[config.mk]
export PLATFORM = sky130hd
export DESIGN_NAME = iva_merge
export DESIGN_NICKNAME = d
export VERILOG_FILES = /design/src/hdl/iva_pkg.sv /design/src/hdl/iva_merge.sv
export SDC_FILE = /design/constraint.sdc
export NUM_CORES = 1
export LEC_CHECK = 0
export BUFFER_PORTS_ARGS = -buffer_cell sky130_fd_sc_hd__buf_4
export CORE_ASPECT_RATIO = 0.6
export CORE_MARGIN = 2
export CORE_UTILIZATION = 30
export CTS_CLUSTER_DIAMETER = 120
export DETAILED_ROUTE_END_ITERATION = 7
export PLACE_DENSITY = 0.5
export SLEW_MARGIN = 20
export SYNTH_ARGS = -nofsm -noshare
export SYNTH_HDL_FRONTEND = slang
export SYNTH_SLANG_ARGS = --single-unit
export TNS_END_PERCENT = 20
[constraint.sdc]
create_clock -name clock -period 2.8 [get_ports clock]
set_input_delay 0 -clock clock [delete_from_list [all_inputs] [get_ports clock]]
set_output_delay 0 -clock clock [all_outputs]
set_load 0.02 [all_outputs]
[src/hdl/iva_pkg.sv]
// Shared types and constants of the integer 3D vector ALU.
package iva_pkg;

   localparam int COORD_WIDTH = 64;
   localparam int FIELD_WIDTH = 64;
   localparam int OP_WIDTH    = 4;
   localparam int LANES       = 3;
   localparam int HALF_WIDTH  = (COORD_WIDTH + 1) / 2;
   localparam int HIGH_WIDTH  = COORD_WIDTH - HALF_WIDTH;

   typedef logic [COORD_WIDTH-1:0] coord_type;

   typedef enum logic [OP_WIDTH-1:0] {
      OP_ADD       = 4'd0,
      OP_SUB       = 4'd1,
      OP_SCALE     = 4'd2,
      OP_DOT       = 4'd3,
      OP_CROSS     = 4'd4,
      OP_LENSQ     = 4'd5,
      OP_ISZERO    = 4'd6,
      OP_MANHATTAN = 4'd7,
      OP_CHEBYSHEV = 4'd8,
      OP_PARALLEL  = 4'd9
   } op_type;

   typedef struct packed {
      coord_type a_self;
      coord_type b_self;
      coord_type a_next;
      coord_type b_next;
      coord_type a_prev;
      coord_type b_prev;
   } lane_opnd_type;

   typedef struct packed {
      coord_type vec;
      coord_type term;
   } lane_out_type;

endpackage

[src/hdl/iva_merge.sv]
// Merge stage: lane sum, signed maximum, zero test and result register.
module iva_merge import iva_pkg::*; (
   input  logic                   clock,
   input  op_type                 op_s3,
   input  lane_out_type           lanes [LANES],
   output logic [FIELD_WIDTH-1:0] res_x,
   output logic [FIELD_WIDTH-1:0] res_y,
   output logic [FIELD_WIDTH-1:0] res_z,
   output logic [FIELD_WIDTH-1:0] res_scalar,
   output logic                   res_flag
);

   function automatic logic [FIELD_WIDTH-1:0] sext(input coord_type v);
      logic signed [COORD_WIDTH-1:0] s;
      s = v;
      return FIELD_WIDTH'(s);
   endfunction

   coord_type              sum3, max01, max3;
   logic                   gt10, gt20, gt21, vzero;
   logic [FIELD_WIDTH-1:0] res_x_in, res_y_in, res_z_in, res_scalar_in;
   logic [FIELD_WIDTH-1:0] res_x_ff, res_y_ff, res_z_ff, res_scalar_ff;
   logic                   res_flag_in, res_flag_ff;

   always_comb begin
      sum3  = lanes[0].term + lanes[1].term + lanes[2].term;
      gt10  = $signed(lanes[1].term) > $signed(lanes[0].term);
      gt20  = $signed(lanes[2].term) > $signed(lanes[0].term);
      gt21  = $signed(lanes[2].term) > $signed(lanes[1].term);
      max01 = gt10 ? lanes[1].term : lanes[0].term;
      max3  = (gt10 ? gt21 : gt20) ? lanes[2].term : max01;
      vzero = (lanes[0].vec == '0) && (lanes[1].vec == '0) && (lanes[2].vec == '0);

      res_x_in      = '0;
      res_y_in      = '0;
      res_z_in      = '0;
      res_scalar_in = '0;
      res_flag_in   = 1'b0;
      case (op_s3) inside
         OP_ADD, OP_SUB, OP_SCALE, OP_CROSS: begin
            res_x_in = sext(lanes[0].vec);
            res_y_in = sext(lanes[1].vec);
            res_z_in = sext(lanes[2].vec);
         end
         OP_DOT, OP_LENSQ, OP_MANHATTAN: res_scalar_in = sext(sum3);
         OP_CHEBYSHEV:                   res_scalar_in = sext(max3);
         OP_ISZERO, OP_PARALLEL:         res_flag_in   = vzero;
         default: begin
         end
      endcase
   end

   always_ff @(posedge clock) begin
      res_x_ff      <= res_x_in;
      res_y_ff      <= res_y_in;
      res_z_ff      <= res_z_in;
      res_scalar_ff <= res_scalar_in;
      res_flag_ff   <= res_flag_in;
   end

   assign res_x      = res_x_ff;
   assign res_y      = res_y_ff;
   assign res_z      = res_z_ff;
   assign res_scalar = res_scalar_ff;
   assign res_flag   = res_flag_ff;

endmodule

==> impl.org <==
** Timing
- Worst Tran Pin Value :: 0.9281 ns
- The count of final max-slew check failures is 0.
- Number of setup violations in the final report :: 7
- Final critical-path setup slack :: -0.1231 ns
- RSZ-0062 raised after global routing :: true
- Derived from the worst setup path, the maximum achievable clock frequency is 342.1 MHz.
- The number of hold violations in the final report came to 1.
- The worst pin sits at a relative slew slack of 0.3812.
- Subtracting the final worst setup slack from the clock period gives 2.923 ns.
- In the finished design, the share of the clock period the worst path needs comes to 1.044.
- Hold Worst Slack :: -0.2223 ns

** Floorplanning
- Die extent in x :: 324.8 um
- The floorplan has 70 rows.
- Starting Density :: 0.3040
- The die covers 63830 um2.
- For this design the top-level I/O count stands at 646.
- Placeable core region :: 60960 um2
- Vertical die dimension :: 196.5 um

** Critical path
- The signal on the critical path passes through buf_4 > fa_1 > ha_1 > a21oi_1 > o21ai_0 > a21oi_2 > nand3_4 > a31oi_4 > buf_6 > o21ai_4 > a211oi_2 > buf_4 > nor3_4 > a311oi_2 > xor2_1 > o22ai_1.
- Largest fanout on the critical path :: 6
- For this run, the slowest stage of the critical path takes 0.50 ns.
- Family with the most delay on the worst path :: compound AO/OA/AOI/OAI gates
- For the worst setup path, the data required time is 3.26 ns.
- Startpoint type of the worst setup path :: input pin
- The setup path with the least slack is of type in -> reg.
- Data arrives at the worst endpoint at 3.38 ns.
- Number of buffers and inverters on the critical path :: 3
- STA classifies the critical path endpoint as a flip-flop.
- Among all stages on the critical path, the largest delay is contributed by sky130_fd_sc_hd__fa_1.
- The most critical setup path has its startpoint at lanes[10].
- Most frequent CP cell :: sky130_fd_sc_hd__buf_4

** Hold path
- For hold timing, the worst endpoint is res_scalar[0]$_SDFF_PP0_.
- The worst hold path begins at lanes[0].
- Counting instances, the worst hold path has a depth of 3.
- The tightest min-delay check is of the in -> reg type.

** Pwr
- Of the total power, the share spent switching nets is 0.3728.
- Pwr Density :: 479.3 nW/um2
- Part of the total power dissipated in the clock network :: 0.241
- Cell internal power was estimated by the tool at 10.37 mW.
- Seq pwr share :: 0.245
- Comb power frac :: 0.514
- Total leakage power :: 16.63 nW
- IR analysis of the VDD net gives a maximum drop of 387.7 uV.
- For this design the total switching power over the nets is 6.167 mW.

** GRT
- GR Util All Layers :: 0.2986
- Number of global-route vias before repair :: 22.22k
- Pin count of the biggest net entering global routing :: 73
- The first global-routing pass estimated 142.8 mm of wire.
- The number of antenna violations at the first check in global routing came to 9.
- The total overflow left after global routing is 0.

** Clocking
- Number of buffers on the longest clock path :: 3
- In this run the number of H-tree levels came out at 1.
- Buffer cell driving the clock tree root :: sky130_fd_sc_hd__clkbuf_16
- TritonCTS created 29 clock buffers.
- The clock net in this run drives a total of 257 sinks.
- CTS tree :: built
- Clock transition at the registers of the reported paths :: 0.06 ns

** Drt
- The detailed router finished its first iteration with 1874 violations.
- Number of nets with antenna violations after routing :: 0
- Total iterations of the first detailed-routing run :: 6
- Routed wire per std cell :: 22.61 um
- The final layout contains routed wiring with a total length of 100.7 mm.
- Vias per Instance :: 4.976
- DR vias :: 22.17k
- Number of remaining DRC errors :: 0

** Logic synthesis
- After synthesis, the netlist uses 75 different library cells.
- sky130_fd_sc_hd__dfxtp_1 is the most common cell in the netlist.
- In this run the cell area of the synthesized design comes to 18530 um2.
- Syn. warnings :: 0
- After technology mapping, the gate count stands at 2105.
- Of the synthesized area, sequential elements account for 0.2777.
- The synthesized design spends more area on one cell type than any other, namely sky130_fd_sc_hd__dfxtp_1.
- Most frequently used flop master after synthesis :: sky130_fd_sc_hd__dfxtp_1
- Counting flops and latches in the post-synthesis netlist gives 257.
- Yosys attributes the largest share of cell area to sky130_fd_sc_hd__dfxtp_1 28%, sky130_fd_sc_hd__ha_1 17%, sky130_fd_sc_hd__fa_1 6.9%.
- Portion of synthesized cell area occupied by the leading cell type :: 0.2777
- The number of nets handed over by synthesis was 2812.
- Averaged over all synthesized cells, the footprint is 8.802 um2.
- In this run, synthesis inferred 0 flip-flops with an integrated enable.
- Counting instances in the post-synthesis netlist gives the leading cell types as 257 x sky130_fd_sc_hd__dfxtp_1, 254 x sky130_fd_sc_hd__ha_1, 198 x sky130_fd_sc_hd__and2_1.
- In the synthesized netlist the async set-or-reset flop fraction comes to 0.

** Placement
- Placed cell areas :: 28070 um2
- Routability-driven placement finished with a final weighted congestion of 0.9947.
- Detailed placement finished with a half-perimeter wire length of 81.08 mm.
- Total of buffers placed on input and output ports :: 645

** Final layout
- Of the cells placed in the final design, the portion with a size suffix greater than 1 is 0.4082.
- Final-layout fill cell count :: 5560
- Compared with the post-synthesis result, the final layout area differs by 86.27%.
- Final std cell area, no fill :: 34510 um2
- Number of nets in the finished design :: 4311

** Outcome
- Violations in the final reports :: negative hold slack, negative setup slack
- The flow ran to the end, but the final reports show violations.

** Flow run
- Number of maximum-capacitance violations :: 0
stage by stage:
stage	worst slack [ns]	setup TNS (ns)	instances	utilization	total power, mW
final	-0.1231	-0.3713	4455	0.5662	16.54
after global routing	-0.1920	-3.278	4453	0.5661	17.32
after CTS	-0.02810	-0.05175	4428	0.5423	15.86
after detailed placement	-1.210	-66.65	4018	0.4605	11.08
after global placement	-1.526	-87.27	4018	0.4604	11.05
after floorplan	-0.1355	-0.6068	2105	-	7.515
state kept, by name, summed over array words and instances, names as in the netlist:
signal      flops
res_scalar     64
res_x          64
res_y          64
res_z          64
res_flag        1
cells in the final DEF (no fill, tap or decap), drive strengths merged, types with 4 or more instances in the layout:
cell	instances
a2111oi	5
a211o	4
a211oi	15
a21o	52
a21oi	210
a221oi	4
a31oi	13
and2	198
and3	17
and4	7
buf	1198
clkbuf	40
clkinv	4
dfxtp	257
diode	4
dlygate4sd3	344
fa	64
ha	254
inv	158
mux2i	68
nand2	99
nand2b	9
nand3	41
nand4	56
nor2	132
nor2b	10
nor3	20
nor4	60
o211ai	13
o21a	8
o21ai	74
o21bai	12
o22ai	61
o31ai	4
xnor2	28
xor2	30
worst min-delay path: stages:
cell                      delay (ns)
sky130_fd_sc_hd__buf_4          0.09
sky130_fd_sc_hd__a21oi_1        0.05
sky130_fd_sc_hd__o22ai_1        0.16
power by group through the flow:
stage                     logic (mW)  registers, mW  clock network [mW]
after floorplan                 3.09           4.42                   0
after global placement          6.92           4.13                   0
after detailed placement        6.95           4.13                   0
after CTS                       7.77           4.05                4.04
after global routing            9.06           4.07                4.19
final                           8.50           4.05                3.99
kinds of logic after synthesis:
family,share of synthesized area
buf+inv,0.05274
compound gates,0.1692
xor+xnor,0.02742
simple gates,0.1949
mux,0.03741
fa+ha+maj,0.2407
flops,0.2777
timing repair:
item / 4_1_cts / 5_1_grt
setup endpoints to repair: 64 / 64
setup buffers: 11 / 27
hold endpoints to repair: 256 / 2
cloned: 4 / 1
pin swaps: 25 / 114
gates resized for setup: 69 / 237
hold buffers: 345 / 1
cell type report:
class	count	area [um2]	area share
antenna	4	10.01	0.0002900
clock buffer	39	823.3	0.02385
clock inverter	11	130.1	0.003770
inverter	155	600.6	0.01740
multi-input combinational	1615	13840	0.4011
sequential	257	5145	0.1491
tap	828	1036	0.03002
timing repair buffer	1546	12920	0.3745
how the worst max path moves through the flow:
stage,endpoint,slack [ns],depth (start not counted)
floorplan,res_scalar[48]$_SDFF_PP0_,-0.14,14
global placement,res_scalar[50]$_SDFF_PP0_,-1.53,20
detailed placement,res_scalar[50]$_SDFF_PP0_,-1.21,20
CTS,res_scalar[63]$_SDFF_PP0_,-0.03,15
global route,res_scalar[61]$_SDFF_PP0_,-0.19,16
finish,res_scalar[61]$_SDFF_PP0_,-0.12,16
routing by layer:
layer | vias to the layer above | part of all wire | track usage
met1 | 10638 | 0.47 | 0.4342
met2 | 823 | 0.40 | 0.4228
met4 | 8 | 0.027 | 0.06910
met5 | - | 0.00046 | 0
met3 | 154 | 0.094 | 0.09601
li1 | 10545 | - | -
Note: power is estimated with default switching activity, not from simulation.
